## src/design/owmsr_pkg.sv

```systemverilog
// Package for the single-wire bus master: phase and action codes, operation
// codes, timing register set, result record and the command sequence tables.
// No dependencies.
package owmsr_pkg;

  // Number of ROM id bytes read by the read id operation
  localparam int unsigned IdBytes = 8;

  // Operation codes carried by a start item
  localparam logic [2:0] OP_RESET = 3'd0;
  localparam logic [2:0] OP_WRITE = 3'd1;
  localparam logic [2:0] OP_READ  = 3'd2;
  localparam logic [2:0] OP_ID    = 3'd3;
  localparam logic [2:0] OP_TEMP  = 3'd4;

  // Timing register indexes on the configuration port
  localparam logic [2:0] REG_RESET_LOW    = 3'd0;
  localparam logic [2:0] REG_PRESENCE     = 3'd1;
  localparam logic [2:0] REG_WRITE_START  = 3'd2;
  localparam logic [2:0] REG_WRITE_HOLD   = 3'd3;
  localparam logic [2:0] REG_READ_LOW     = 3'd4;
  localparam logic [2:0] REG_READ_SAMPLE  = 3'd5;
  localparam logic [2:0] REG_READ_TAIL    = 3'd6;

  // Bus command bytes
  localparam logic [7:0] CMD_READ_ROM  = 8'h33;
  localparam logic [7:0] CMD_SKIP_ROM  = 8'hCC;
  localparam logic [7:0] CMD_CONVERT   = 8'h44;
  localparam logic [7:0] CMD_READ_PAD  = 8'hBE;

  typedef enum logic [3:0] {
    PH_IDLE     = 4'd0,
    PH_RST_LOW  = 4'd1,
    PH_RST_WAIT = 4'd2,
    PH_RST_RISE = 4'd3,
    PH_WR_START = 4'd4,
    PH_WR_HOLD  = 4'd5,
    PH_RD_LOW   = 4'd6,
    PH_RD_WAIT  = 4'd7,
    PH_RD_TAIL  = 4'd8
  } phase_e;

  typedef enum logic [1:0] {
    ACT_RESET = 2'd0,
    ACT_WRITE = 2'd1,
    ACT_READ  = 2'd2
  } act_e;

  // Slot timing registers, in microsecond ticks
  typedef struct packed {
    logic [9:0] reset_low;
    logic [9:0] presence_wait;
    logic [9:0] write_start;
    logic [9:0] write_hold;
    logic [9:0] read_low;
    logic [9:0] read_sample;
    logic [9:0] read_tail;
  } cfg_t;

  // One result transaction
  typedef struct packed {
    logic              drive_low;
    logic              busy;
    logic              done;
    logic              presence;
    logic              data_valid;
    logic [7:0]        data_byte;
    logic [2:0]        byte_index;
    logic              last_byte;
    logic signed [7:0] temperature;
  } res_t;

  // Number of bus actions in each operation
  function automatic logic [3:0] seq_len(input logic [2:0] op);
    logic [3:0] len;
    case (op)
      OP_ID:   len = 4'd3;
      OP_TEMP: len = 4'd8;
      default: len = 4'd1;
    endcase
    return len;
  endfunction

  // Kind of bus action at a given step of an operation
  function automatic act_e seq_kind(input logic [2:0] op, input logic [2:0] st);
    act_e k;
    k = ACT_RESET;
    case (op)
      OP_WRITE: k = ACT_WRITE;
      OP_READ:  k = ACT_READ;
      OP_ID: begin
        case (st)
          3'd1:    k = ACT_WRITE;
          3'd2:    k = ACT_READ;
          default: k = ACT_RESET;
        endcase
      end
      OP_TEMP: begin
        case (st) inside
          3'd1, 3'd2, 3'd4, 3'd5: k = ACT_WRITE;
          3'd6, 3'd7:             k = ACT_READ;
          default:                k = ACT_RESET;
        endcase
      end
      default: k = ACT_RESET;
    endcase
    return k;
  endfunction

  // Command byte sent at a given write step of an operation
  function automatic logic [7:0] seq_byte(input logic [2:0] op, input logic [2:0] st);
    logic [7:0] b;
    b = 8'h00;
    case (op)
      OP_ID: begin
        if (st == 3'd1) b = CMD_READ_ROM;
      end
      OP_TEMP: begin
        case (st) inside
          3'd1, 3'd4: b = CMD_SKIP_ROM;
          3'd2:       b = CMD_CONVERT;
          3'd5:       b = CMD_READ_PAD;
          default:    b = 8'h00;
        endcase
      end
      default: b = 8'h00;
    endcase
    return b;
  endfunction

endpackage

```

## src/design/owmsr_cfg.sv

```systemverilog
// Slot timing register file for the single-wire bus master.
// Depends on owmsr_pkg.
module owmsr_cfg
  import owmsr_pkg::*;
(
  input  logic       clk_i,
  input  logic       rst_ni,
  input  logic       cfg_we_i,
  input  logic [2:0] cfg_index_i,
  input  logic [9:0] cfg_wdata_i,
  output cfg_t       cfg_o
);

  cfg_t cfg_q;
  cfg_t cfg_d;

  // Register decode; index beyond the list is dropped
  always_comb begin
    cfg_d = cfg_q;
    if (cfg_we_i) begin
      unique case (cfg_index_i)
        REG_RESET_LOW:   cfg_d.reset_low     = cfg_wdata_i;
        REG_PRESENCE:    cfg_d.presence_wait = cfg_wdata_i;
        REG_WRITE_START: cfg_d.write_start   = cfg_wdata_i;
        REG_WRITE_HOLD:  cfg_d.write_hold    = cfg_wdata_i;
        REG_READ_LOW:    cfg_d.read_low      = cfg_wdata_i;
        REG_READ_SAMPLE: cfg_d.read_sample   = cfg_wdata_i;
        REG_READ_TAIL:   cfg_d.read_tail     = cfg_wdata_i;
        default:         cfg_d = cfg_q;
      endcase
    end
  end

  always_ff @(posedge clk_i or negedge rst_ni) begin
    if (!rst_ni) begin
      cfg_q.reset_low     <= 10'd541;
      cfg_q.presence_wait <= 10'd64;
      cfg_q.write_start   <= 10'd16;
      cfg_q.write_hold    <= 10'd49;
      cfg_q.read_low      <= 10'd8;
      cfg_q.read_sample   <= 10'd8;
      cfg_q.read_tail     <= 10'd42;
    end else begin
      cfg_q <= cfg_d;
    end
  end

  assign cfg_o = cfg_q;

endmodule

```

## src/design/owmsr_core.sv

```systemverilog
// Bus sequencer for the single-wire bus master: slot timer, bit shifter and
// operation sequencing, resolving one accepted transaction per cycle.
// Depends on owmsr_pkg.
module owmsr_core
  import owmsr_pkg::*;
(
  input  logic       clk_i,
  input  logic       rst_ni,
  input  logic       step_i,
  input  logic       kind_i,
  input  logic [2:0] op_i,
  input  logic [7:0] write_value_i,
  input  logic       line_level_i,
  input  cfg_t       cfg_i,
  output res_t       res_o
);

  phase_e     phase_q, phase_d;
  logic [9:0] tick_q, tick_d;
  logic [2:0] bit_q, bit_d;
  logic [7:0] shift_q, shift_d;
  logic [3:0] seq_q, seq_d;
  logic [2:0] byte_cnt_q, byte_cnt_d;
  logic [7:0] low_hold_q, low_hold_d;
  logic       present_q, present_d;
  logic [2:0] op_q, op_d;

  logic [9:0] tick_inc;
  logic [9:0] limit;
  logic       timer_hit;
  logic       act_fin;
  logic       enter;
  logic       fin;
  logic [3:0] byte_next;
  act_e       cur_kind;
  act_e       new_kind;

  assign cur_kind  = seq_kind(op_q, seq_q[2:0]);
  assign byte_next = {1'b0, byte_cnt_q} + 4'd1;

  // Next state and result for one transaction
  always_comb begin
    phase_d    = phase_q;
    tick_d     = tick_q;
    bit_d      = bit_q;
    shift_d    = shift_q;
    seq_d      = seq_q;
    byte_cnt_d = byte_cnt_q;
    low_hold_d = low_hold_q;
    present_d  = present_q;
    op_d       = op_q;
    act_fin    = 1'b0;
    enter      = 1'b0;
    fin        = 1'b0;
    new_kind   = ACT_RESET;
    res_o      = '0;

    // Slot timer: limit follows the current phase
    tick_inc = tick_q + 10'd1;
    unique case (phase_q)
      PH_RST_LOW:  limit = cfg_i.reset_low;
      PH_RST_WAIT: limit = cfg_i.presence_wait;
      PH_WR_START: limit = cfg_i.write_start;
      PH_WR_HOLD:  limit = cfg_i.write_hold;
      PH_RD_LOW:   limit = cfg_i.read_low;
      PH_RD_WAIT:  limit = cfg_i.read_sample;
      PH_RD_TAIL:  limit = cfg_i.read_tail;
      default:     limit = 10'd0;
    endcase
    timer_hit = (tick_inc >= limit);

    if (kind_i) begin
      // Start is taken only while idle and for a known operation
      if (phase_q == PH_IDLE && op_i <= OP_TEMP) begin
        op_d       = op_i;
        seq_d      = 4'd0;
        byte_cnt_d = 3'd0;
        if (op_i == OP_WRITE) shift_d = write_value_i;
        enter      = 1'b1;
      end
    end else if (phase_q != PH_IDLE) begin
      if (phase_q != PH_RST_RISE) tick_d = timer_hit ? 10'd0 : tick_inc;
      unique case (phase_q)
        PH_RST_LOW: begin
          if (timer_hit) phase_d = PH_RST_WAIT;
        end
        PH_RST_WAIT: begin
          if (timer_hit) begin
            present_d = ~line_level_i;
            if (!line_level_i) phase_d = PH_RST_RISE;
            else act_fin = 1'b1;
          end
        end
        PH_RST_RISE: begin
          if (line_level_i) act_fin = 1'b1;
        end
        PH_WR_START: begin
          if (timer_hit) phase_d = PH_WR_HOLD;
        end
        PH_WR_HOLD: begin
          if (timer_hit) begin
            shift_d = {1'b0, shift_q[7:1]};
            if (bit_q == 3'd7) begin
              act_fin = 1'b1;
            end else begin
              bit_d   = bit_q + 3'd1;
              phase_d = PH_WR_START;
            end
          end
        end
        PH_RD_LOW: begin
          if (timer_hit) phase_d = PH_RD_WAIT;
        end
        PH_RD_WAIT: begin
          if (timer_hit) begin
            shift_d = {line_level_i, shift_q[7:1]};
            phase_d = PH_RD_TAIL;
          end
        end
        PH_RD_TAIL: begin
          if (timer_hit) begin
            if (bit_q == 3'd7) begin
              act_fin = 1'b1;
            end else begin
              bit_d   = bit_q + 3'd1;
              phase_d = PH_RD_LOW;
            end
          end
        end
        default: phase_d = phase_q;
      endcase
    end

    // End of one bus action: report read bytes, move to the next step
    if (act_fin) begin
      if (cur_kind == ACT_READ) begin
        res_o.data_valid = 1'b1;
        res_o.data_byte  = shift_q;
        if (op_q == OP_ID) begin
          res_o.byte_index = byte_cnt_q;
          if (byte_next >= 4'(IdBytes)) begin
            res_o.last_byte = 1'b1;
            fin             = 1'b1;
          end else begin
            byte_cnt_d = byte_next[2:0];
            enter      = 1'b1;
          end
        end else if (op_q == OP_TEMP && seq_q[2:0] == 3'd6) begin
          // low scratchpad byte, keep it for the final value
          low_hold_d = shift_q;
          seq_d      = 4'd7;
          enter      = 1'b1;
        end else if (op_q == OP_TEMP) begin
          res_o.byte_index  = 3'd1;
          res_o.last_byte   = 1'b1;
          res_o.temperature = $signed({shift_q[3:0], low_hold_q[7:4]});
          fin               = 1'b1;
        end else begin
          res_o.last_byte = 1'b1;
          fin             = 1'b1;
        end
      end else begin
        seq_d = seq_q + 4'd1;
        if (seq_d >= seq_len(op_q)) fin = 1'b1;
        else enter = 1'b1;
      end
    end

    // Launch the action at the current step
    if (enter) begin
      new_kind = seq_kind(op_d, seq_d[2:0]);
      tick_d   = 10'd0;
      bit_d    = 3'd0;
      unique case (new_kind)
        ACT_RESET: phase_d = PH_RST_LOW;
        ACT_WRITE: begin
          if (op_d != OP_WRITE) shift_d = seq_byte(op_d, seq_d[2:0]);
          phase_d = PH_WR_START;
        end
        ACT_READ: begin
          shift_d = 8'h00;
          phase_d = PH_RD_LOW;
        end
        default: phase_d = PH_RST_LOW;
      endcase
    end

    if (fin) phase_d = PH_IDLE;

    // Line drive and status after this transaction
    unique case (phase_d) inside
      PH_RST_LOW, PH_WR_START, PH_RD_LOW: res_o.drive_low = 1'b1;
      PH_WR_HOLD:                         res_o.drive_low = ~shift_d[0];
      default:                            res_o.drive_low = 1'b0;
    endcase
    res_o.busy     = (phase_d != PH_IDLE);
    res_o.done     = fin;
    res_o.presence = present_d;
  end

  always_ff @(posedge clk_i or negedge rst_ni) begin
    if (!rst_ni) begin
      phase_q    <= PH_IDLE;
      tick_q     <= 10'd0;
      bit_q      <= 3'd0;
      shift_q    <= 8'h00;
      seq_q      <= 4'd0;
      byte_cnt_q <= 3'd0;
      low_hold_q <= 8'h00;
      present_q  <= 1'b0;
      op_q       <= OP_RESET;
    end else if (step_i) begin
      phase_q    <= phase_d;
      tick_q     <= tick_d;
      bit_q      <= bit_d;
      shift_q    <= shift_d;
      seq_q      <= seq_d;
      byte_cnt_q <= byte_cnt_d;
      low_hold_q <= low_hold_d;
      present_q  <= present_d;
      op_q       <= op_d;
    end
  end

endmodule

```

## src/design/one_wire_master_sensor_reader.sv

```systemverilog
// Single-wire bus master top level: handshake, timing registers, sequencer
// and result register. Depends on owmsr_pkg, owmsr_cfg and owmsr_core.
//
// Every input transaction is either a one-microsecond tick or a start
// command, and each one yields exactly one result transaction. A transaction
// is resolved in the cycle it is accepted: the sequencer state updates at
// that clock edge and the result lands in the output register, so the block
// takes one transaction per clock cycle for as long as results are taken;
// the one-entry result register is the only stall point, and a new
// transaction is accepted in the same cycle the waiting result is taken.
// Bus timing is counted purely in ticks; the timing registers may be
// written only while no operation is in progress. There is no
// initialization sweep after reset.
module one_wire_master_sensor_reader
  import owmsr_pkg::*;
(
  input  logic              clk_i,
  input  logic              rst_ni,
  input  logic              in_valid_i,
  output logic              in_ready_o,
  input  logic              kind_i,
  input  logic [2:0]        op_i,
  input  logic [7:0]        write_value_i,
  input  logic              line_level_i,
  output logic              out_valid_o,
  input  logic              out_ready_i,
  output logic              drive_low_o,
  output logic              busy_res_o,
  output logic              done_res_o,
  output logic              presence_o,
  output logic              data_valid_o,
  output logic [7:0]        data_byte_o,
  output logic [2:0]        byte_index_o,
  output logic              last_byte_o,
  output logic signed [7:0] temperature_o,
  input  logic              cfg_we_i,
  input  logic [2:0]        cfg_index_i,
  input  logic [9:0]        cfg_wdata_i
);

  cfg_t cfg;
  res_t res_next;
  res_t res_q;
  logic out_valid_q, out_valid_d;
  logic accept;

  owmsr_cfg u_cfg (
    .clk_i       (clk_i),
    .rst_ni      (rst_ni),
    .cfg_we_i    (cfg_we_i),
    .cfg_index_i (cfg_index_i),
    .cfg_wdata_i (cfg_wdata_i),
    .cfg_o       (cfg)
  );

  owmsr_core u_core (
    .clk_i         (clk_i),
    .rst_ni        (rst_ni),
    .step_i        (accept),
    .kind_i        (kind_i),
    .op_i          (op_i),
    .write_value_i (write_value_i),
    .line_level_i  (line_level_i),
    .cfg_i         (cfg),
    .res_o         (res_next)
  );

  // Accept when the result register is free or drains this cycle
  assign in_ready_o = !out_valid_q || out_ready_i;
  assign accept     = in_valid_i && in_ready_o;

  always_comb begin
    out_valid_d = out_valid_q;
    if (accept) out_valid_d = 1'b1;
    else if (out_ready_i) out_valid_d = 1'b0;
  end

  always_ff @(posedge clk_i or negedge rst_ni) begin
    if (!rst_ni) out_valid_q <= 1'b0;
    else out_valid_q <= out_valid_d;
  end

  // Result payload
  always_ff @(posedge clk_i) begin
    if (accept) res_q <= res_next;
  end

  assign out_valid_o   = out_valid_q;
  assign drive_low_o   = res_q.drive_low;
  assign busy_res_o    = res_q.busy;
  assign done_res_o    = res_q.done;
  assign presence_o    = res_q.presence;
  assign data_valid_o  = res_q.data_valid;
  assign data_byte_o   = res_q.data_byte;
  assign byte_index_o  = res_q.byte_index;
  assign last_byte_o   = res_q.last_byte;
  assign temperature_o = res_q.temperature;

endmodule

```

## config.mk

```make
export PLATFORM = sky130hd
export DESIGN_NAME = one_wire_master_sensor_reader
export DESIGN_NICKNAME = d
export VERILOG_FILES = /design/src/design/owmsr_pkg.sv /design/src/design/owmsr_cfg.sv /design/src/design/owmsr_core.sv /design/src/design/one_wire_master_sensor_reader.sv
export SDC_FILE = /design/constraint.sdc
export NUM_CORES = 1
export LEC_CHECK = 0
export BUFFER_PORTS_ARGS = -buffer_cell sky130_fd_sc_hd__buf_2
export CORE_MARGIN = 1
export CORE_UTILIZATION = 40
export CTS_CLUSTER_SIZE = 24
export DETAILED_ROUTE_END_ITERATION = 8
export SLEW_MARGIN = 0
export SYNTH_ARGS = -nofsm -noshare
export SYNTH_HDL_FRONTEND = slang
export SYNTH_SLANG_ARGS = --single-unit
```

## constraint.sdc

```tcl
create_clock -name clk_i -period 14 [get_ports clk_i]
set_clock_uncertainty 0.1 [all_clocks]
set_input_delay 1.4 -clock clk_i [delete_from_list [all_inputs] [get_ports clk_i]]
set_output_delay 1.4 -clock clk_i [all_outputs]
set_load 0.1 [all_outputs]
```

[After elaboration in Yosys (flattened, before gate mapping)]
Cells that the tools add are included.
Storage, ports and cells
  register bits: 140
  bits of input ports: 31
  output and inout port bits: 27
  logic and storage cells: 223
Operators by class
  add/sub/neg operators: 4
  magnitude comparators: 4
  equality and inequality tests: 47
  muxes and demuxes: 103
  bitwise operators: 6
  reduce and logical (&&, ||, !) cells: 33
Operator list (number)
  $mux W8: 13
  $mux W4: 23
  $pmux W10 S7: 1
  $mux W10: 5
  $pmux W8 S2: 3
  $eq A3 B3 Y1 const B: 14
  $mux W3: 14
  $eq A4 B3 Y1 const B: 7
  $pmux W4 S7: 1
  $mux W1: 27
  $eq A3 B2 Y1 const B: 8
  $mux W21: 1
  $eq A3 B1 Y1 const B: 6
  $pmux W2 S4: 2
  $reduce_and A2 Y1: 8
  $mux W12: 1
  $add A10 B1 Y10 const B: 1
  $ge A10 B10 Y1: 1
  $mux W2: 5
  $reduce_bool A2 Y1: 5
  $eq A4 B1 Y1 const B: 2
  $eq A4 B2 Y1 const B: 2
  $pmux W2 S2: 2
  $pmux W4 S2: 1
  other kinds (30): 44

[Depth between registers and ports, before layout]
Gate-level depths: netlist of the first run.
  depth after elaboration: 21
  depth in mapped cells: 22
  gate-level depth less buffers: 21

[Cells and area by module]
From an unflattened synthesis of the first run, not the netlist that was laid out.
Unflattened totals
  cell total of the unflattened synthesis: 676
  area, all modules: 7737.4 um^2
Modules (own cells, without submodules)
  owmsr_core: instances 1, cells each 493, area an instance 4126.5 um^2, sequential area each 1001.0 um^2
  owmsr_cfg: instances 1, cells each 154, area an instance 2806.4 um^2, sequential area each 1770.4 um^2
  one_wire_master_sensor_reader: instances 1, cells each 29, area an instance 804.5 um^2, sequential area each 775.7 um^2

[Least setup slack after synthesis of the first run]
Ideal clock, no wire load.
  kind: reg2reg
  start: register u_core.phase_q[0]
  end: register res_q, in the netlist drive_low_o (data pin)
  library setup time: 264 ps
  data arrival time: 5246 ps
  data required time: 13636 ps
  slack: 8389 ps
  stages on the path, launching flop included: 22
  path buffers: 2
  period minus slack after synthesis: 5611 ps
  cell sequence: dfrtp_1 > buf_2 > buf_1 > nand2_1 > nor3_1 > a222oi_1 > o211a_1 > ha_1 > a211oi_1 > nor2_1 > or3_1 > o21ai_2 > a21oi_1 > o22ai_1 > and3_1 > nor2_1 > o22a_1 > ha_1 > nor4_2 > nor2_2 > nor4_1 > nor4_1
RTL lines
  from (decl): line owmsr_core.sv:18  | phase_e phase_q, phase_d;
  from (signal assigned): line owmsr_core.sv:213  | phase_q <= phase_d;
  to (signal assigned): line one_wire_master_sensor_reader.sv:85  | if (accept) res_q <= res_next;
  to (decl): line one_wire_master_sensor_reader.sv:43  | res_t res_q;

==> results.tsv, run 1 <==
metric	value	unit
num rows	49	
commonest non-fill, non-tap cell in the layout	dfrtp_1	
nets	816	
top_reg_cell synth	dfrtp_1	
Levels on crit path	20	
Synth cell types	74	
placed cell count	971	
period utilisation layout	50.9	%
IO Pins	58	
Worst VDD drop	90.3	µV
worst hold start	u_core.bit_q[0]	
post-route cell area	0.00869	mm²
Seq cells post-synth	136	
clk root buf	clkbuf_16	
Crit path buffers/inverters	1	
Reg-to-Reg End	drive_low_o	
post_cts resized	0	
Final Non-Filler Cells	1003	
Fin. Hold Viols	0	
reg2reg start	u_core.phase_q[1]	
starting density of the core	41.3	%
total wire length	19.0	mm
htree depth	4	
number of cells on the worst reg-to-reg path	20	
initial antenna violation count	0	
Placed Area	0.00805	mm²
drt initial violations	342	
RSZ-0062 raised after global routing	no	
DP HPWL	13.3	mm
vias in the first global route	5872	
Syn Nets	762	
Max Cap Viol	0	
Die Y	139	µm
Async SR Flop Fraction	81.6	%
Antenna Diode Count	0	
WP data arrival	7190	ps
Max Fanout on Critical Path	18	
largest net degree at the start of global routing	58	
post-synthesis sequential area ratio	47.2	%
PD cells	192	mW/mm²
fill count	1618	
CP Capture Type	register	
CP Cell Sequence	inv_1 > nand2_1 > nor3_1 > a22oi_1 > nand2_1 > a21oi_1 > ha_1 > a41oi_1 > a211oi_1 > o21a_1 > o21ai_2 > o22ai_1 > nand2_1 > o22ai_1 > a32o_1 > ha_1 > nor4_2 > nor2_2 > nor4_1 > nor4_1	
Routed Antenna Nets	0	
Fmax	140	MHz
sw frac	37.9	%
share of cells above drive strength 1	27.1	%
Max clock buf depth	2	
Cells after Synth	707	
status	finished with violations	
CTS buffer count	17	
Comb pwr share	36.3	%
most frequent cells in the layout	dfrtp_1, mux2_2, nand2_1, buf_2, nor2_1	
final worst path period need	7130	ps
Clk Latency, worst-skew pair	420	ps
Lkg Pwr	3.76	nW
gr usage total	20.9	%
Crit Path Class	reg -> reg	
Wirelength per Cell	18.9	µm
setup TNS	0	ps
syn avg cell area	10.6	µm²
EDFF count, synth	25	
number of iterations in the first detailed-routing pass	8	
Synth Cell Area	0.00752	mm²
PortBufs	57	
CP Data Required Time	14070	ps
drc violations	8	
Post-CTS Setup Repair Bufs	0	
core box area	0.0182	mm²
HP Class	reg -> reg	
P_int	0.00104	W
Worst-Margin Slew	1320	ps
Slowest-stage cell, CP	nor3_1	
clk sinks	136	
final setup fails	0	
Die ar.	0.0194	mm²
CP Launch Type	register	
critical path launch point	u_core.phase_q[1]	
vias	5712	
CP delay by family, top	simple AND/OR/NAND/NOR gates	
register share of total power	34.8	%
slew margin rel.	11.2	%
R2R setup slack	6870	ps
switching pwr	0.000632	W
GP Congestion	0.891	
Setup crit end	drive_low_o	
slowest stage delay, CP	1040	ps
fin util	47.7	%
Chip Width	139	µm
Synth Warn #	0	
failing checks	DRC	
Congestion Overflow GR	0	
clk slew on worst S/H paths	60	ps
area grow syn2layout	15.5	%
CTS tree	built	
fin worst setup slack	6870	ps
Hold-fix buffers, CTS	0	
Clock power frac	28.9	%
Worst path most repeated cell	nand2_1	
Max Slew Vio Count	0	
pre-CTS setup slack	7080	ps
Via density	5.69	
first-pass GRT wire length	31.3	mm
[layout make-up]
class / instances / area (µm²) / area share, %
Tap cell: 229 / 287 / 3.30
Clock inverter: 10 / 136 / 1.57
Sequential cell: 136 / 3550 / 40.8
Multi-Input combinational cell: 518 / 3770 / 43.3
Inverter: 20 / 75.1 / 0.864
Timing Repair Buffer: 68 / 370 / 4.26
Clock buffer: 22 / 507 / 5.83
[kinds of logic (layout without fill, tap and decap cells)]
logic type                 Yosys count  after routing  synth area share, %
and+or+nand+nor                    233            233                 16.0
AOI/OAI and AO/OA                  147            147                 13.7
DFF                                136            136                 47.2
muxes                              103            103                 15.0
buffers and inverters               53            120                 2.83
adders and majority gates           24             24                 3.99
xor gates and xnor gates            11             11                 1.28
[synth_stat cells (all sizes together) (3+ instances only)]
master	n	area, µm²
dfrtp	96	2400
mux2	79	890
nand2	69	259
nor2	51	196
o21ai	40	211
a21oi	28	140
edfxtp	25	751
and2	24	150
ha	24	300
mux2i	24	240
clkbuf	22	82.6
inv	19	71.3
nor3	19	105
nand3	18	90.1
nand2b	17	106
dfstp	15	394
a22oi	12	95.1
buf	11	55.1
a32oi	9	78.8
xnor2	9	78.8
a31oi	7	43.8
a22o	5	52.6
and3	5	31.3
nor4	5	43.8
o211ai	5	37.5
nand4	4	40.0
nor3b	4	41.3
o211a	4	40.0
o22ai	4	25.0
a211o	3	26.3
a211oi	3	22.5
a21o	3	22.5
a221oi	3	43.8
a222oi	3	30.0
a32o	3	30.0
nand4b	3	26.3
[stage by stage]
stage,power [W],hold slack (ps)
3_3_place_gp,0.00117,364
2_1_floorplan,0.00103,346
4_1_cts,0.00167,381
6_report,0.00167,377
5_1_grt,0.00177,408
3_5_place_dp,0.00119,372
[power by group through the flow]
| stage | Clock (W) | Sequential [W] | Combinational, W |
|---|---|---|---|
| finish | 0.000483 | 0.000580 | 0.000605 |
| global route | 0.000510 | 0.000593 | 0.000670 |
| CTS | 0.000491 | 0.000580 | 0.000603 |
| detailed placement | 0 | 0.000586 | 0.000599 |
| global placement | 0 | 0.000583 | 0.000586 |
| floorplan | 0 | 0.000595 | 0.000431 |
[flip-flops by register name, summed over array words and instances, names as in the netlist, 3 cells and up]
register	count
byte_index_o	3
data_byte_o	8
temperature_o	8
u_cfg.cfg_o	70
u_core.bit_q	3
u_core.byte_cnt_q	3
u_core.low_hold_q	4
u_core.op_q	3
u_core.phase_q	4
u_core.seq_q	4
u_core.shift_q	8
u_core.tick_q	10
[per-layer routing]
layer / share of wire (%) / routed length, µm / global-route usage [%] / up-vias
met5: 0 / 0 / 0 / -
met4: 2.7 / 512 / 8.71 / 0
met3: 3.4 / 653 / 4.52 / 36
met2: 50 / 9580 / 35.8 / 140
met1: 43 / 8250 / 25.4 / 2840
li1: - / - / - / 2696
[worst min path at each step]
stage,to,slack [ps],depth (start not counted)
2_1_floorplan,u_core.tick_q[5],350,2
3_3_place_gp,u_core.tick_q[5],360,2
3_5_place_dp,u_core.bit_q[0],370,1
4_1_cts,u_core.bit_q[0],380,1
5_1_grt,u_core.tick_q[5],410,2
6_report,u_core.bit_q[0],380,1
Note: power is estimated with default switching activity, not from simulation.
==> run 2: changes to the inputs <==
--- a/config.mk
+++ b/config.mk
@@ -5,6 +5,7 @@
 export SDC_FILE = /design/constraint.sdc
 export NUM_CORES = 1
 export LEC_CHECK = 0
+export ABC_AREA = 1
 export BUFFER_PORTS_ARGS = -buffer_cell sky130_fd_sc_hd__buf_2
 export CORE_MARGIN = 1
 export CORE_UTILIZATION = 40
==> constraint.sdc (replaced) <==
create_clock -name clk_i -period 6.8 [get_ports clk_i]
set_clock_uncertainty 0.1 [all_clocks]
set_input_delay 0.68 -clock clk_i [delete_from_list [all_inputs] [get_ports clk_i]]
set_output_delay 0.68 -clock clk_i [all_outputs]
set_load 0.1 [all_outputs]
==> run 2 against run 1 <==
Effect of this change:
- the run now ends clean
- setup slack got worse by 5300 ps
- sequential power grew 100%
- cell count up 22%
- sequential cell count is the same
- maximum frequency rose by 36%
- largest cell class is now sequential cells
- highest routed layer unchanged
==> results.tsv, run 2 <==
metric	value	unit	change
area leader, netlist	dfrtp_1		
area of the multi-input gates	0.00332	mm²	-12%
share of cells above drive strength 1	14.6	%	-13 points
Crit Path Class	reg -> reg		
synth top area cells	dfrtp_1, nand2_1, edfxtp_1		
largest net degree at the start of global routing	66		+14%
Reg area	0.00355	mm²	unchanged
Die ar.	0.0190	mm²	-1.6%
number of cells on the worst reg-to-reg path	28		+40%
Die Y	138	µm	-0.79%
Worst-Margin Slew	832	ps	-489 ps
setup TNS	0	ps	unchanged
post-route cell area	0.00850	mm²	-2.2%
switching pwr	0.00159	W	+150%
vias	6319		+11%
Fin. Hold Viols	0		unchanged
Synth cell types	44		-41%
final setup fails	0		unchanged
Max clock buf depth	2		unchanged
starting density of the core	41.1	%	-0.24 points
PD cells	429	mW/mm²	+120%
sw frac	43.7	%	+5.8 points
num rows	49		unchanged
gr usage total	20.2	%	-0.67 points
clk slew on worst S/H paths	60	ps	about the same
register share of total power	32.3	%	-2.5 points
Clock power frac	25.8	%	-3.1 points
CTS buffer count	17		unchanged
core box area	0.0180	mm²	-1.0%
nets	1036		+27%
CTS tree	built		
fill count	1822		+13%
Lkg Pwr	4.19	nW	+11%
R2R setup slack	1560	ps	-5310 ps
Slowest-stage cell, CP	nor2_1		
drc violations	0		-8
most frequent cells in the layout	nand2_1, o21ai_0, dfrtp_1, inv_1, nor2_1		
clk sinks	136		unchanged
Clk Latency, worst-skew pair	430	ps	about the same
commonest non-fill, non-tap cell in the layout	nand2_1		
drt initial violations	378		+11%
CP Data Required Time	6870	ps	-7200 ps
EDFF count, synth	25		unchanged
Fmax	191	MHz	+36%
HP Class	in -> async		
Largest register FFs	70		unchanged
total wire length	18.4	mm	-2.9%
slew margin rel.	44.5	%	+33 points
Synth Cell Area	0.00740	mm²	-1.6%
Max Fanout on Critical Path	10		-8
post_cts resized	0		unchanged
Synth top cells by count	nand2_1, o21ai_0, dfrtp_1		
CP Capture Type	register		
Hold-fix buffers, CTS	0		unchanged
slowest stage delay, CP	600	ps	-440 ps
final worst path period need	5240	ps	-1890 ps
clk root buf	clkbuf_16		
initial antenna violation count	0		unchanged
Syn Nets	984		+29%
Chip Width	138	µm	-0.79%
number of iterations in the first detailed-routing pass	5		-3
most common cell in the netlist	nand2_1		
period utilisation layout	77.1	%	+26 points
Antenna Diode Count	0		unchanged
Cells after Synth	929		+31%
CP Launch Type	register		
share of the synthesized area in the top cell type	32.5	%	+0.52 points
post-synthesis sequential area ratio	47.9	%	+0.77 points
syn avg cell area	7.97	µm²	-25%
Routed Antenna Nets	0		unchanged
Max Slew Vio Count	0		unchanged
htree depth	4		unchanged
status	completed		
vias in the first global route	6097		+3.8%
P_int	0.00205	W	+98%
Synth Warn #	0		unchanged
area grow syn2layout	14.8	%	
Placed Area	0.00790	mm²	-1.8%
IO Pins	58		unchanged
Worst VDD drop	211	µV	+130%
Wirelength per Cell	15.1	µm	-20%
Seq cells post-synth	136		unchanged
DP HPWL	13.2	mm	-1.2%
RSZ-0062 raised after global routing	no		
hold_ws	180	ps	-197 ps
Post-CTS Setup Repair Bufs	0		unchanged
first-pass GRT wire length	30.7	mm	-1.7%
PortBufs	57		unchanged
top_reg_cell synth	dfrtp_1		
Via density	5.17		-9.3%
Comb pwr share	41.9	%	+5.6 points
WP data arrival	5310	ps	-1880 ps
Congestion Overflow GR	0		unchanged
GP Congestion	0.883		-0.90%
Async SR Flop Fraction	81.6	%	unchanged
Max Cap Viol	0		unchanged
-- run 2: cell count changes after synthesis, moves of 20 or more --
| cell | delta |
|---|---|
| mux2i_1 | -24 |
| inv_1 | +76 |
| and2_1 | -23 |
| nand3_1 | +20 |
| o21ai_0 | +83 |
| nand2_1 | +203 |
| mux2_2 | -79 |
-- run 2: worst max-delay path, delay by kind of cell, from the launching register on --
family	cells	cell delay, ps
adders and majority gates	2	610
AOI/OAI and AO/OA	5	810
and+or+nand+nor	18	2760
DFF	1	420
buffers and inverters	3	300
-- run 2: logic make-up (layout without fill, tap and decap cells) --
| group | Yosys count | after routing | share of synthesized area, % |
|---|---|---|---|
| adder cells (fa/ha/maj) | 24 | 24 | 4.06 |
| flip-flops | 136 | 136 | 47.9 |
| AO/OA/AOI/OAI | 205 | 205 | 15.3 |
| XOR/XNOR | 10 | 10 | 1.18 |
| AND/OR/NAND/NOR | 414 | 414 | 24.4 |
| buffers and inverters | 140 | 205 | 7.15 |
-- run 2: worst paths after layout --
kind / start / end
max in group asynchronous: rst_ni / u_cfg.cfg_o[49]
max: u_core.phase_q[2] / drive_low_o
max reg2reg: u_core.phase_q[2] / drive_low_o
min: rst_ni / out_valid_o
min in group clk_i: u_core.low_hold_q[6] / u_core.low_hold_q[6]
min reg2reg: u_core.low_hold_q[6] / u_core.low_hold_q[6]
-- run 2: final cells by class --
type / count / area share [%]
Sequential cell: 136 / 41.8
Inverter: 111 / 4.92
Clock inverter: 11 / 1.59
Multi-Input combinational cell: 653 / 39.1
Tap cell: 229 / 3.37
Clock buffer: 21 / 5.42
Timing Repair Buffer: 62 / 3.83
-- run 2: per-stage QoR --
stage / setup slack (ps) / power, W / util [%] / instances
floorplan: 2280 / 0.00233 / - / 929
global placement: 1690 / 0.00269 / 43.8 / 1191
detailed placement: 1580 / 0.00270 / 43.8 / 1191
CTS: 1560 / 0.00366 / 47.1 / 1223
global route: 1010 / 0.00393 / 47.1 / 1223
finish: 1560 / 0.00365 / 47.1 / 1223
-- run 2: power groups by stage --
stage	combinational (W)	sequential (W)	clock, W
after CTS	0.00153	0.00118	0.000952
after global placement	0.00151	0.00118	0
after floorplan	0.00106	0.00127	0
final	0.00153	0.00118	0.000940
after detailed placement	0.00151	0.00119	0
after global routing	0.00174	0.00120	0.000989
-- run 2: routing by layer --
metal	vias up	track usage, %	part of all wire, %
met3	15	3.12	3.6
met5	-	0	0
met4	0	5.90	1.1
met2	127	33.0	47
met1	3007	27.7	48
li1	3170	-	-
